[config.mk]
export PLATFORM = sky130hd
export DESIGN_NAME = accel_offset_polarity_calibration
export DESIGN_NICKNAME = d
export VERILOG_FILES = /design/src/sv/aopc_pkg.sv /design/src/sv/aopc_cal.sv /design/src/sv/aopc_polarity.sv /design/src/sv/accel_offset_polarity_calibration.sv
export SDC_FILE = /design/constraint.sdc
export NUM_CORES = 1
export LEC_CHECK = 0
export BUFFER_PORTS_ARGS = -buffer_cell sky130_fd_sc_hd__buf_4
export CAP_MARGIN = 20
export CORE_MARGIN = 5
export CORE_UTILIZATION = 45
export CTS_BUF_LIST = sky130_fd_sc_hd__clkbuf_4
export DETAILED_ROUTE_END_ITERATION = 6
export PLACE_DENSITY = 0.62
export SYNTH_ARGS = -nofsm -noshare
export SYNTH_HDL_FRONTEND = slang
export SYNTH_SLANG_ARGS = --single-unit
[constraint.sdc]
create_clock -name clock -period 13.3 [get_ports clock]
set_clock_uncertainty 0.15 [all_clocks]
set_input_delay 1.33 -clock clock [delete_from_list [all_inputs] [get_ports clock]]
set_output_delay 1.33 -clock clock [all_outputs]
set_load 0.005 [all_outputs]
[src/sv/aopc_pkg.sv]
// Shared types, constants and the polarity table of the accelerometer offset and
// polarity calibration block. Used by every module in this folder; depends on nothing.
`default_nettype none

package aopc_pkg;

   localparam int CAL_SAMPLES = 32;
   localparam int ADC_BITS    = 10;

   localparam int RAW_W  = 10;
   localparam int ACC_W  = 11;
   localparam int ZERO_W = 10;
   localparam int SUM_W  = RAW_W + $clog2(CAL_SAMPLES);
   localparam int CNT_W  = $clog2(CAL_SAMPLES);
   localparam int ORI_W  = 3;
   localparam int FUNC_W = 2;
   localparam int CSR_W  = 10;

   localparam logic [RAW_W-1:0] ADC_MASK = RAW_W'((33'd1 << ADC_BITS) - 33'd1);
   localparam logic [CNT_W-1:0] LAST_SAMPLE = CNT_W'(CAL_SAMPLES - 1);

   // Operation codes; the spare code behaves as a read.
   localparam logic [FUNC_W-1:0] FUNC_READ     = 2'd0;
   localparam logic [FUNC_W-1:0] FUNC_NORMAL   = 2'd1;
   localparam logic [FUNC_W-1:0] FUNC_INVERTED = 2'd2;

   // Run kinds share the codes of the calibration operations.
   localparam logic [FUNC_W-1:0] RUN_NONE = 2'd0;

   // Register indexes.
   localparam logic CSR_ORIENTATION      = 1'b0;
   localparam logic CSR_DEFAULT_YAW_ZERO = 1'b1;

   localparam logic [ZERO_W-1:0] DEFAULT_YAW_ZERO_RESET = 10'd643;

   // Mounting orientations.
   localparam logic [ORI_W-1:0] ORI_FORWARD    = 3'd0;
   localparam logic [ORI_W-1:0] ORI_VERTICAL   = 3'd1;
   localparam logic [ORI_W-1:0] ORI_UPSIDEDOWN = 3'd2;
   localparam logic [ORI_W-1:0] ORI_AFT        = 3'd3;
   localparam logic [ORI_W-1:0] ORI_SIDEWAYS   = 3'd4;

   // Zeros as they stand after an item.
   typedef struct packed {
      logic [ZERO_W-1:0] zero_roll;
      logic [ZERO_W-1:0] zero_pitch;
      logic [ZERO_W-1:0] zero_yaw;
      logic [ZERO_W-1:0] vertical_zero;
   } zero_set_type;

   typedef struct packed {
      logic inverted_done;
      logic normal_done;
      logic cal_applied;
   } status_type;

   // Per-axis negate flags: bit 0 roll, bit 1 pitch, bit 2 yaw.
   function automatic logic [2:0] pol_negate(input logic [ORI_W-1:0] ori);
      logic [2:0] neg;
      unique case (ori)
         ORI_FORWARD:    neg = 3'b000;
         ORI_VERTICAL:   neg = 3'b110;
         ORI_UPSIDEDOWN: neg = 3'b101;
         ORI_AFT:        neg = 3'b011;
         ORI_SIDEWAYS:   neg = 3'b010;
         default:        neg = 3'b000;
      endcase
      return neg;
   endfunction

endpackage

`default_nettype wire

[src/sv/aopc_cal.sv]
// Calibration state of the block: per-axis sums, sample count, zeros and done flags.
// Depends on aopc_pkg for widths, codes and the polarity table.
`default_nettype none

module aopc_cal (
   input  wire logic                             clock,
   input  wire logic                             reset,
   input  wire logic                             step,
   input  wire logic [aopc_pkg::FUNC_W-1:0]      func,
   input  wire logic [aopc_pkg::RAW_W-1:0]       raw_roll,
   input  wire logic [aopc_pkg::RAW_W-1:0]       raw_pitch,
   input  wire logic [aopc_pkg::RAW_W-1:0]       raw_yaw,
   input  wire logic [aopc_pkg::ORI_W-1:0]       orientation,
   input  wire logic [aopc_pkg::ZERO_W-1:0]      default_yaw_zero,
   output aopc_pkg::zero_set_type                zeros_next,
   output aopc_pkg::status_type                  status_next
);

   aopc_pkg::zero_set_type             zeros_ff, zeros_in;
   logic [aopc_pkg::ZERO_W-1:0]        upright_ff, upright_in;
   logic                               normal_ff, normal_in;
   logic                               inverted_ff, inverted_in;
   logic [aopc_pkg::SUM_W-1:0]         sum_roll_ff, sum_pitch_ff, sum_yaw_ff;
   logic [aopc_pkg::SUM_W-1:0]         sum_roll_in, sum_pitch_in, sum_yaw_in;
   logic [aopc_pkg::CNT_W-1:0]         count_ff, count_in;
   logic [aopc_pkg::FUNC_W-1:0]        run_ff, run_in;

   logic                               is_cal, sampling, same_run, complete, applied;
   logic [aopc_pkg::SUM_W-1:0]         acc_roll_sum, acc_pitch_sum, acc_yaw_sum;
   logic [aopc_pkg::ZERO_W-1:0]        avg_roll, avg_pitch, avg_yaw;
   logic                               yaw_neg, truly_inverted;
   logic signed [aopc_pkg::ZERO_W+1:0] diff, half, moved;

   always_comb begin
      is_cal   = (func == aopc_pkg::FUNC_NORMAL) || (func == aopc_pkg::FUNC_INVERTED);
      sampling = (func == aopc_pkg::FUNC_NORMAL) ||
                 ((func == aopc_pkg::FUNC_INVERTED) && normal_ff);
      same_run = (run_ff == func);
      complete = sampling && same_run && (count_ff == aopc_pkg::LAST_SAMPLE);
      // A sample of another kind than the running one starts afresh.
      if (same_run) begin
         acc_roll_sum  = sum_roll_ff  + aopc_pkg::SUM_W'(raw_roll);
         acc_pitch_sum = sum_pitch_ff + aopc_pkg::SUM_W'(raw_pitch);
         acc_yaw_sum   = sum_yaw_ff   + aopc_pkg::SUM_W'(raw_yaw);
      end else begin
         acc_roll_sum  = aopc_pkg::SUM_W'(raw_roll);
         acc_pitch_sum = aopc_pkg::SUM_W'(raw_pitch);
         acc_yaw_sum   = aopc_pkg::SUM_W'(raw_yaw);
      end
      avg_roll  = aopc_pkg::ZERO_W'(acc_roll_sum  / aopc_pkg::CAL_SAMPLES);
      avg_pitch = aopc_pkg::ZERO_W'(acc_pitch_sum / aopc_pkg::CAL_SAMPLES);
      avg_yaw   = aopc_pkg::ZERO_W'(acc_yaw_sum   / aopc_pkg::CAL_SAMPLES);

      yaw_neg        = |(aopc_pkg::pol_negate(orientation) & 3'b100);
      truly_inverted = yaw_neg ? (avg_yaw > zeros_ff.zero_yaw)
                               : (avg_yaw < zeros_ff.zero_yaw);
      // Halfway move: the arithmetic shift rounds the half difference down.
      diff  = $signed({2'b00, upright_ff}) - $signed({2'b00, avg_yaw});
      half  = diff >>> 1;
      moved = $signed({2'b00, upright_ff}) - half;

      zeros_in    = zeros_ff;
      upright_in  = upright_ff;
      normal_in   = normal_ff;
      inverted_in = inverted_ff;
      applied     = 1'b0;
      sum_roll_in  = '0;
      sum_pitch_in = '0;
      sum_yaw_in   = '0;
      count_in     = '0;
      run_in       = aopc_pkg::RUN_NONE;

      if (sampling) begin
         run_in = func;
         if (!complete) begin
            sum_roll_in  = acc_roll_sum;
            sum_pitch_in = acc_pitch_sum;
            sum_yaw_in   = acc_yaw_sum;
            count_in     = same_run ? count_ff + 1'b1 : aopc_pkg::CNT_W'(1);
         end else if (func == aopc_pkg::FUNC_NORMAL) begin
            zeros_in.zero_roll     = avg_roll;
            zeros_in.zero_pitch    = avg_pitch;
            zeros_in.zero_yaw      = avg_yaw;
            zeros_in.vertical_zero = avg_yaw;
            upright_in             = avg_yaw;
            normal_in              = 1'b1;
            inverted_in            = 1'b0;
            applied                = 1'b1;
         end else if (truly_inverted) begin
            zeros_in.zero_yaw = moved[aopc_pkg::ZERO_W-1:0];
            inverted_in       = 1'b1;
            normal_in         = 1'b0;
            applied           = 1'b1;
         end
      end else if (!is_cal && !inverted_ff) begin
         zeros_in.zero_yaw = default_yaw_zero;
      end

      zeros_next                = zeros_in;
      status_next.cal_applied   = applied;
      status_next.normal_done   = normal_in;
      status_next.inverted_done = inverted_in;
   end

   // Calibration state registers; they load only on a step and are cleared by reset.
   always_ff @(posedge clock) begin
      if (reset) begin
         zeros_ff     <= '0;
         upright_ff   <= '0;
         normal_ff    <= 1'b0;
         inverted_ff  <= 1'b0;
         sum_roll_ff  <= '0;
         sum_pitch_ff <= '0;
         sum_yaw_ff   <= '0;
         count_ff     <= '0;
         run_ff       <= aopc_pkg::RUN_NONE;
      end else if (step) begin
         zeros_ff     <= zeros_in;
         upright_ff   <= upright_in;
         normal_ff    <= normal_in;
         inverted_ff  <= inverted_in;
         sum_roll_ff  <= sum_roll_in;
         sum_pitch_ff <= sum_pitch_in;
         sum_yaw_ff   <= sum_yaw_in;
         count_ff     <= count_in;
         run_ff       <= run_in;
      end
   end

   // The two done flags exclude each other.
   a_flags_exclusive: assert property (@(posedge clock) disable iff (reset)
      !(normal_ff && inverted_ff))
      else $error("normal and inverted calibration both marked done");

   // Inverted calibration can only be recorded once a normal one has been.
   a_inverted_needs_normal: assert property (@(posedge clock) disable iff (reset)
      step && !inverted_ff && inverted_in |-> normal_ff)
      else $error("inverted calibration applied without normal calibration");

   // No run carries on past a read.
   a_read_ends_run: assert property (@(posedge clock) disable iff (reset)
      step && !is_cal |=> (count_ff == '0) && (run_ff == aopc_pkg::RUN_NONE))
      else $error("calibration run survived a read");

endmodule

`default_nettype wire

[src/sv/aopc_polarity.sv]
// Read datapath: removes the per-axis zeros, applies the orientation polarity and
// forms the vertical value. Combinational; depends on aopc_pkg.
`default_nettype none

module aopc_polarity (
   input  wire logic [aopc_pkg::FUNC_W-1:0]   func,
   input  wire logic [aopc_pkg::RAW_W-1:0]    raw_roll,
   input  wire logic [aopc_pkg::RAW_W-1:0]    raw_pitch,
   input  wire logic [aopc_pkg::RAW_W-1:0]    raw_yaw,
   input  wire logic [aopc_pkg::ORI_W-1:0]    orientation,
   input  wire aopc_pkg::zero_set_type        zeros,
   output logic signed [aopc_pkg::ACC_W-1:0]  acc_roll,
   output logic signed [aopc_pkg::ACC_W-1:0]  acc_pitch,
   output logic signed [aopc_pkg::ACC_W-1:0]  acc_yaw,
   output logic signed [aopc_pkg::ACC_W-1:0]  acc_vertical
);

   logic                              is_read;
   logic [2:0]                        neg;
   logic signed [aopc_pkg::ACC_W:0]   d_roll, d_pitch, d_yaw, d_vert;
   logic signed [aopc_pkg::ACC_W:0]   p_roll, p_pitch, p_yaw;

   always_comb begin
      is_read = !((func == aopc_pkg::FUNC_NORMAL) || (func == aopc_pkg::FUNC_INVERTED));
      neg     = aopc_pkg::pol_negate(orientation);
      d_roll  = $signed({2'b00, raw_roll})  - $signed({2'b00, zeros.zero_roll});
      d_pitch = $signed({2'b00, raw_pitch}) - $signed({2'b00, zeros.zero_pitch});
      d_yaw   = $signed({2'b00, raw_yaw})   - $signed({2'b00, zeros.zero_yaw});
      d_vert  = $signed({2'b00, raw_yaw})   - $signed({2'b00, zeros.vertical_zero});
      p_roll  = neg[0] ? -d_roll  : d_roll;
      p_pitch = neg[1] ? -d_pitch : d_pitch;
      p_yaw   = neg[2] ? -d_yaw   : d_yaw;
      acc_roll     = is_read ? p_roll[aopc_pkg::ACC_W-1:0]  : '0;
      acc_pitch    = is_read ? p_pitch[aopc_pkg::ACC_W-1:0] : '0;
      acc_yaw      = is_read ? p_yaw[aopc_pkg::ACC_W-1:0]   : '0;
      acc_vertical = d_vert[aopc_pkg::ACC_W-1:0];
   end

endmodule

`default_nettype wire

[src/sv/accel_offset_polarity_calibration.sv]
// Top level of the accelerometer offset and polarity calibration block: register file,
// input register, result register. Depends on aopc_pkg, aopc_cal and aopc_polarity.
//
//   channel  direction  tdata (low bit up)                        tuser (low bit up)
//   req_     in         raw_roll, raw_pitch, raw_yaw (32 bits)     func (2 bits)
//   rsp_     out        acc_roll, acc_pitch, acc_yaw, acc_vertical cal_applied,
//                       (48 bits)                                  normal_done, inverted_done
//   csr_     in         csr_we, csr_index, csr_wdata: orientation (0), default_yaw_zero (1)
//
// One beat per cycle is sustained while rsp_tready stays high. An accepted beat is held in
// the input register until the result register can take it; then the calibration state and
// its result are computed from it and written to their registers at the same edge.
// Reset is synchronous: both registers empty, zeros and flags cleared, registers at default.
// A stalled result holds; the input register then accepts one more beat and waits.
`default_nettype none

module accel_offset_polarity_calibration (
   input  wire logic        clock,
   input  wire logic        reset,
   input  wire logic        req_tvalid,
   output logic             req_tready,
   input  wire logic [31:0] req_tdata,   // raw_roll, raw_pitch, raw_yaw, zero fill
   input  wire logic [1:0]  req_tuser,   // func
   output logic             rsp_tvalid,
   input  wire logic        rsp_tready,
   output logic [47:0]      rsp_tdata,   // acc_roll, acc_pitch, acc_yaw, acc_vertical, fill
   output logic [2:0]       rsp_tuser,   // cal_applied, normal_done, inverted_done
   input  wire logic        csr_we,
   input  wire logic        csr_index,
   input  wire logic [9:0]  csr_wdata
);

   localparam int RW = aopc_pkg::RAW_W;
   localparam int AW = aopc_pkg::ACC_W;

   logic [aopc_pkg::ORI_W-1:0]   orientation_ff;
   logic [aopc_pkg::ZERO_W-1:0]  default_yaw_ff;

   logic                         in_valid_ff, in_valid_in;
   logic [aopc_pkg::FUNC_W-1:0]  func_ff;
   logic [RW-1:0]                roll_ff, pitch_ff, yaw_ff;

   logic                         out_valid_ff, out_valid_in;
   logic [47:0]                  out_data_ff;
   aopc_pkg::status_type         out_status_ff;

   logic                         advance, req_beat;
   aopc_pkg::zero_set_type       zeros_next;
   aopc_pkg::status_type         status_next;
   logic signed [AW-1:0]         acc_roll, acc_pitch, acc_yaw, acc_vertical;

   assign advance    = in_valid_ff && (!out_valid_ff || rsp_tready);
   assign req_tready = !in_valid_ff || advance;
   assign req_beat   = req_tvalid && req_tready;

   always_comb begin
      if (req_beat) begin
         in_valid_in = 1'b1;
      end else if (advance) begin
         in_valid_in = 1'b0;
      end else begin
         in_valid_in = in_valid_ff;
      end
      if (advance) begin
         out_valid_in = 1'b1;
      end else if (rsp_tready) begin
         out_valid_in = 1'b0;
      end else begin
         out_valid_in = out_valid_ff;
      end
   end

   always_ff @(posedge clock) begin
      if (reset) begin
         orientation_ff <= aopc_pkg::ORI_FORWARD;
         default_yaw_ff <= aopc_pkg::DEFAULT_YAW_ZERO_RESET;
      end else if (csr_we) begin
         unique case (csr_index)
            aopc_pkg::CSR_ORIENTATION:      orientation_ff <= csr_wdata[aopc_pkg::ORI_W-1:0];
            aopc_pkg::CSR_DEFAULT_YAW_ZERO: default_yaw_ff <= csr_wdata;
            default: ;
         endcase
      end
   end

   always_ff @(posedge clock) begin
      if (reset) begin
         in_valid_ff  <= 1'b0;
         out_valid_ff <= 1'b0;
      end else begin
         in_valid_ff  <= in_valid_in;
         out_valid_ff <= out_valid_in;
      end
   end

   always_ff @(posedge clock) begin
      if (req_beat) begin
         func_ff  <= req_tuser;
         roll_ff  <= req_tdata[RW-1:0]    & aopc_pkg::ADC_MASK;
         pitch_ff <= req_tdata[2*RW-1:RW] & aopc_pkg::ADC_MASK;
         yaw_ff   <= req_tdata[3*RW-1:2*RW] & aopc_pkg::ADC_MASK;
      end
      if (advance) begin
         out_data_ff   <= {4'b0000, acc_vertical, acc_yaw, acc_pitch, acc_roll};
         out_status_ff <= status_next;
      end
   end

   aopc_cal u_cal (
      .clock            (clock),
      .reset            (reset),
      .step             (advance),
      .func             (func_ff),
      .raw_roll         (roll_ff),
      .raw_pitch        (pitch_ff),
      .raw_yaw          (yaw_ff),
      .orientation      (orientation_ff),
      .default_yaw_zero (default_yaw_ff),
      .zeros_next       (zeros_next),
      .status_next      (status_next)
   );

   aopc_polarity u_polarity (
      .func         (func_ff),
      .raw_roll     (roll_ff),
      .raw_pitch    (pitch_ff),
      .raw_yaw      (yaw_ff),
      .orientation  (orientation_ff),
      .zeros        (zeros_next),
      .acc_roll     (acc_roll),
      .acc_pitch    (acc_pitch),
      .acc_yaw      (acc_yaw),
      .acc_vertical (acc_vertical)
   );

   assign rsp_tvalid = out_valid_ff;
   assign rsp_tdata  = out_data_ff;
   assign rsp_tuser  = {out_status_ff.inverted_done, out_status_ff.normal_done,
                        out_status_ff.cal_applied};

   // A stalled result with a waiting beat behind it blocks further input.
   a_full_blocks_input: assert property (@(posedge clock) disable iff (reset)
      in_valid_ff && out_valid_ff && !rsp_tready |-> !req_tready)
      else $error("input accepted while both registers are full");

   // Calibration beats report no axis values; checked on those that apply a calibration.
   a_cal_result_zero: assert property (@(posedge clock) disable iff (reset)
      rsp_tvalid && rsp_tuser[0] |-> (rsp_tdata[3*AW-1:0] == '0))
      else $error("calibration beat carries axis values");

   // An applied calibration leaves exactly one done flag set.
   a_applied_flags: assert property (@(posedge clock) disable iff (reset)
      rsp_tvalid && rsp_tuser[0] |-> (rsp_tuser[1] != rsp_tuser[2]))
      else $error("applied calibration with inconsistent done flags");

endmodule

`default_nettype wire
# == After elaboration in Yosys (flattened, before gate mapping) ==
# Index checks and enable logic that the tools add are counted.
# totals
ff_bits,198
in_bits,50
out_inout_bits,53
# classes
n_addsub,13
order_cmp,2
eq_ne,8
n_mux,41
bitwise,1
n_reduce_logical,20
# ops
cell,n
15-bit 2-to-1 mux,9
10-bit 2-to-1 mux,6
10-bit by 10-bit subtractor with 11-bit output,5
15-bit by 10-bit adder with 15-bit output,3
20-bit 2-to-1 mux,2
40-bit 2-to-1 mux,1
11-bit 2-to-1 mux,3
11-bit negator,3
1-bit 2-to-1 mux,15
5-bit 2-to-1 mux,3
3-bit one-hot mux with 4 select lines,1
10-bit > comparator,1
10-bit < comparator,1
10-bit subtractor,1
3-bit by 2-bit == test with 1-bit output (second input constant),2
1-bit logical AND,6
2-bit AND reduction,3
5-bit by 1-bit adder with 5-bit output (second input constant),1
5-bit == test (second input constant),1
1-bit logical NOT,4
1-bit logical OR,4
4-bit AND reduction,1
2-bit nonzero test,2
3-bit by 1-bit == test with 1-bit output (second input constant),1
other kinds (6),6

# == Depth between registers and ports, before layout ==
# logic_depth
ltp_word,11
ltp_mapped,37

# == By module ==
# A second synthesis with hierarchy kept.
# unflattened
hier_cells,1673
hier_area_um2,14089.8
# modules_own_cells
module,n_inst,cells_each,area_per_inst_um2
aopc_cal,1,1079,8070.2
accel_offset_polarity_calibration,1,147,3041.7
aopc_polarity,1,447,2977.9

# == Worst setup path before layout ==
# OpenSTA, ideal clock, no wires.
# synth_timing
path_type,register to register
start,register yaw_ff[0]
end,"register out_data_ff[32], in the netlist rsp_tdata[32], data pin"
setup_ns,0.260
t_arrival_ns,6.942
required_time_ns,12.890
setup_slack_ns,5.949
stages_incl_launch_ff,38
path_cell_list,edfxtp_1 > ha_1 > inv_1 > fa_1 > nand2b_1 > a21oi_2 > o21a_1 > nor2_1 > xnor2_1 > mux2i_1 > inv_1 > fa_1 > or4b_1 > o22a_2 > o21ai_1 > maj3_4 > xor2_1 > xnor2_1 > (+2 left out) > nand2_1 > nand2_1 > nor2_1 > xor2_1 > nand2_1 > nor2_1 > a21oi_1 > a2bb2oi_1 > a21oi_1 > ha_1 > or3_1 > o21ai_0 > a21oi_1 > xor2_1 > o31ai_1 > nand2b_1 > o21ai_0 > mux2_2
# synth_between
elab_chain_len,11
elab_cells_between_ends,14
# synth_lines
element,line,text
from (decl),accel_offset_polarity_calibration.sv:41,"logic [RW-1:0] roll_ff, pitch_ff, yaw_ff;"
from (signal assigned),accel_offset_polarity_calibration.sv:101,yaw_ff <= req_tdata[3*RW-1:2*RW] & aopc_pkg::ADC_MASK;
15-bit by 10-bit adder with 15-bit output *,aopc_cal.sv:44,acc_yaw_sum = sum_yaw_ff + aopc_pkg::SUM_W'(raw_yaw);
15-bit 2-to-1 mux *,aopc_cal.sv:41,if (same_run) begin
named net u_cal.acc_yaw_sum (one bit),aopc_cal.sv:29,"logic [aopc_pkg::SUM_W-1:0] acc_roll_sum, acc_pitch_sum, acc_yaw_sum;"
10-bit by 10-bit subtractor with 11-bit output (tied with other cells),aopc_cal.sv:58,"diff = $signed({2'b00, upright_ff}) - $signed({2'b00, avg_yaw});"
10-bit subtractor / 1-bit 2-to-1 mux (equally long branches),"aopc_cal.sv:60, aopc_cal.sv:55",
10-bit 2-to-1 mux,aopc_cal.sv:89,end else if (truly_inverted) begin
10-bit 2-to-1 mux *,aopc_cal.sv:80,end else if (func == aopc_pkg::FUNC_NORMAL) begin
40-bit 2-to-1 mux *,aopc_cal.sv:75,if (!complete) begin
10-bit 2-to-1 mux *,aopc_cal.sv:73,if (sampling) begin
10-bit by 10-bit subtractor with 11-bit output *,aopc_polarity.sv:28,"d_yaw = $signed({2'b00, raw_yaw}) - $signed({2'b00, zeros.zero_yaw});"
11-bit negator,aopc_polarity.sv:32,p_yaw = neg[2] ? -d_yaw : d_yaw;
11-bit 2-to-1 mux *,aopc_polarity.sv:32,
to (signal assigned),accel_offset_polarity_calibration.sv:104,"out_data_ff <= {4'b0000, acc_vertical, acc_yaw, acc_pitch, acc_roll};"
to (decl),accel_offset_polarity_calibration.sv:44,logic [47:0] out_data_ff;
# The timed path passes the listed nets; every way through them passes the cells marked *.
# A chain may end at the register's enable or synchronous reset.

# == Final worst setup path ==
# layout_timing
start,register yaw_ff[1]
end,"register out_data_ff[32], in the netlist rsp_tdata[32], data pin"
# The elaborated chain is that of the path after synthesis.

==> results.md <==
- Filler cell count: 2683
- Post-Synth Simple-Gate Area: 17.63%
- Netlist cell types: between 90 and 100
- Critical R2R Launch: yaw_ff[1]
- Period utilisation layout: 64.73%
- Worst setup path category: reg2reg
- Sequential area share after synthesis: 36.96%
- Non-Filler Instances: approximately 1900
- Final Setup Violations: 0
- Critical Path Source Type: register
- DR DRC count: 0
- Final ANT Viol Nets: 0
- Worst-skew pair later-pin latency: 0.60 ns
- TritonRoute pass-1 iters: 5
- Critical path destination: rsp_tdata[32]
- YS warnings: 0
- HP Start: u_cal.zeros_ff[36]
- CTS tree: done
- Post-DP HPWL: 23.10 mm
- Port-buffer cells: 96
- Reg2Reg Depth: 36
- WP data arrival: 8.83 ns
- Worst min path class: reg2reg
- FFs w/ async S/R, synth: 0%
- Initial antenna violation count: 1
- Share of cells above drive strength 1: 11.53%
- CP endpoint kind: register
- IO Count: 103
- Static Leakage: 5.656 nW
- Post-synthesis register bit count: approximately 200
- Crit path max fanout: 7
- H-tree depth: 4
- Drt via density: 5.437
- Hold buffers post-CTS: 0
- Initial Util: 45.92%
- Slew @ Worst Pin: between 0.9 and 1 ns
- Area growth syn-to-layout: 10.42%
- Number of CTS-inserted buffers: 17
- Chip height: 179.1 um
- Die W: about 180 um
- Mapped Area: 12860 um2
- Post-Synth Adder-Cell Area: 11.72%
- Hold Vio Cnt, Final: 0
- Relative slew slack: roughly 36%
- Core area: roughly 28000 um2
- Placed cell count: 1881
- Critical Path Max Stage Delay: 0.75 ns
- Syn Inst Count: 1461
- Slowest CP cell: edfxtp_1
- Critical path origin: yaw_ff[1]
- PwrDens: about 93 nW/um2
- Most frequent cells after synthesis: nor2_1 (154), nand2_1 (142), a21oi_1 (129), dfxtp_1 (119), ha_1 (103)
- Count of maximum capacitance violations: 0
- Reg2reg setup slack: 4.69 ns
- Post-synthesis xor/xnor area fraction: 7.149%
- Routed WL: 31.45 mm
- Dominant cell by count in the synthesized netlist: nor2_1
- Post-CTS Setup Bufs: 0
- Unrepaired setup endpoints after global routing: false
- Critical Path RT: 13.52 ns
- Multiplexer share of the synthesized area: 2.140%
- GRT Total Usage: about 20%
- Largest family of logic cells by synthesized area: compound AO/OA/AOI/OAI gates
- Ys flop type: dfxtp_1
- Slew Viols, Final: 0
- Fin crit period: about 8.6 ns
- First-pass GRT wire length: 51.00 mm
- Setup TNS Final: 0 ns
- Vias post-DR: 10406
- Post-Syn Area per Cell: 8.805 um2
- Congestion Overflow GR: 0
- Worst r2r dst: rsp_tdata[32]
- Number of global-route vias before repair: between 9000 and 10000
- CTS Sinks: between 150 and 200
- Max frequency: between 100 and 150 MHz
- EDFF count, synth: 79
- Post_cts resized: 0
- Root buffer cell: clkbuf_4
- Largest area contributor in the netlist: dfxtp_1
- Clock slew at reported path FFs: 0.19 ns
- DR iter-0 viols: 652
- Area share of the largest cell type after synthesis: between 15 and 20%
- CTS Buffer Depth: 2
- Final #Nets: 1684
- Wirelength per Cell: 16.43 um
- Synth Area in Compound Gates: between 10% and 20%
- RePlAce Congestion: slightly above 0.9
- Die Area: 32070 um2
- Worst IR Drop VDD: 0.05665 mV
- Largest net degree at the start of global routing: 72
- Synth top area cells: dfxtp_1 (19%), edfxtp_1 (18%), ha_1 (10%)
- # rows: 61
- Status: finished, final reports clean
[worst min path at each step]
| stage | to | cells after the start | slack, ns |
|---|---|---|---|
| 2_1_floorplan | u_cal.zeros_ff[36] | 2 | 0.28 |
| 3_3_place_gp | u_cal.zeros_ff[36] | 2 | 0.29 |
| 3_5_place_dp | u_cal.zeros_ff[36] | 2 | 0.29 |
| 4_1_cts | u_cal.zeros_ff[36] | 2 | 0.31 |
| 5_1_grt | u_cal.zeros_ff[36] | 2 | 0.32 |
| 6_report | u_cal.zeros_ff[36] | 2 | 0.31 |
[worst max-delay path: cells and delay by family (launching register included)]
| kind | cells | cell delay (ns) |
|---|---|---|
| AOI/OAI and AO/OA | 12 | 2.21 |
| xor gates and xnor gates | 5 | 0.83 |
| adders and majority gates | 5 | 1.82 |
| buffers and inverters | 2 | 0.36 |
| DFF | 1 | 0.75 |
| muxes | 2 | 0.66 |
| and+or+nand+nor | 10 | 1.58 |
[state kept, by name, indices dropped and copies added (netlist names)]
register            cells
rsp_tdata              44
orientation_ff          3
func_ff                 2
u_cal.inverted_ff       1
u_cal.sum_roll_ff      15
u_cal.normal_ff         1
u_cal.sum_pitch_ff     15
rsp_tvalid              1
rsp_tuser               3
u_cal.count_ff          5
pitch_ff               10
u_cal.run_ff            2
u_cal.sum_yaw_ff       15
u_cal.upright_ff       10
roll_ff                10
yaw_ff                 10
u_cal.zeros_ff         40
in_valid_ff             1
default_yaw_ff         10
[logic make-up (layout without fill, tap and decap cells)]
| family | count (synthesis) | in the layout |
|---|---|---|
| buffers and inverters | 149 | 220 |
| and+or+nand+nor | 484 | 484 |
| other | 1 | 5 |
| muxes | 26 | 26 |
| xor gates and xnor gates | 105 | 105 |
| adders and majority gates | 115 | 115 |
| DFF | 198 | 198 |
| AOI/OAI and AO/OA | 383 | 383 |
[per-layer routing]
metal	vias to the layer above	global-route usage [%]	routed length, um
met5	-	0	0
met4	0	4.989	549
met3	38	2.889	1574
met2	228	32.19	14040
met1	4840	28.29	15290
li1	5300	-	-
[area by class of cell]
cell class	count	area (um2)	share of cell area, %
Multi-Input combinational cell	1117	7527	53.00
Sequential cell	198	4755	33.47
Timing Repair Buffer	110	825.8	5.814
Tap cell	378	473.0	3.330
Inverter	78	292.8	2.061
Clock inverter	15	200.2	1.409
Clock buffer	17	127.6	0.8985
Antenna cell	1	2.502	0.01762
[metrics by stage]
step / utilization [%] / power [mW] / instance area, um2 / hold slack, ns / worst slack (ns)
floorplan: - / 0.8889 / 12870 / 0.2812 / 5.949
global route: 50.71 / 1.390 / 14200 / 0.3233 / 4.122
detailed placement: 49.53 / 0.9709 / 13870 / 0.2942 / 4.827
CTS: 50.70 / 1.331 / 14200 / 0.3137 / 4.778
global placement: 49.53 / 0.9648 / 13870 / 0.2873 / 4.961
finish: 50.71 / 1.316 / 14200 / 0.3127 / 4.690
[where the power goes]
part | leakage [nW] | internal (mW) | total (mW) | switching (mW)
registers | 1.72 | 0.660 | 0.678 | 0.0179
logic | 3.76 | 0.122 | 0.279 | 0.158
clock network | 0.177 | 0.110 | 0.358 | 0.248
total | 5.66 | 0.891 | 1.32 | 0.424
[cells in the final DEF (no fill, tap or decap), drive strengths merged, types with 16 or more instances in the layout]
| master | count |
|---|---|
| clkbuf | 17 |
| a21oi | 134 |
| o21bai | 16 |
| nor2b | 22 |
| xor2 | 27 |
| buf | 110 |
| a21o | 19 |
| a22oi | 22 |
| nand2 | 142 |
| nand3 | 30 |
| dfxtp | 119 |
| edfxtp | 79 |
| and2 | 38 |
| nor2 | 156 |
| mux2i | 24 |
| ha | 103 |
| o21a | 17 |
| a211oi | 22 |
| nor3 | 25 |
| inv | 88 |
| xnor2 | 78 |
| o21ai | 65 |
Power figures use the tool's default switching activity.
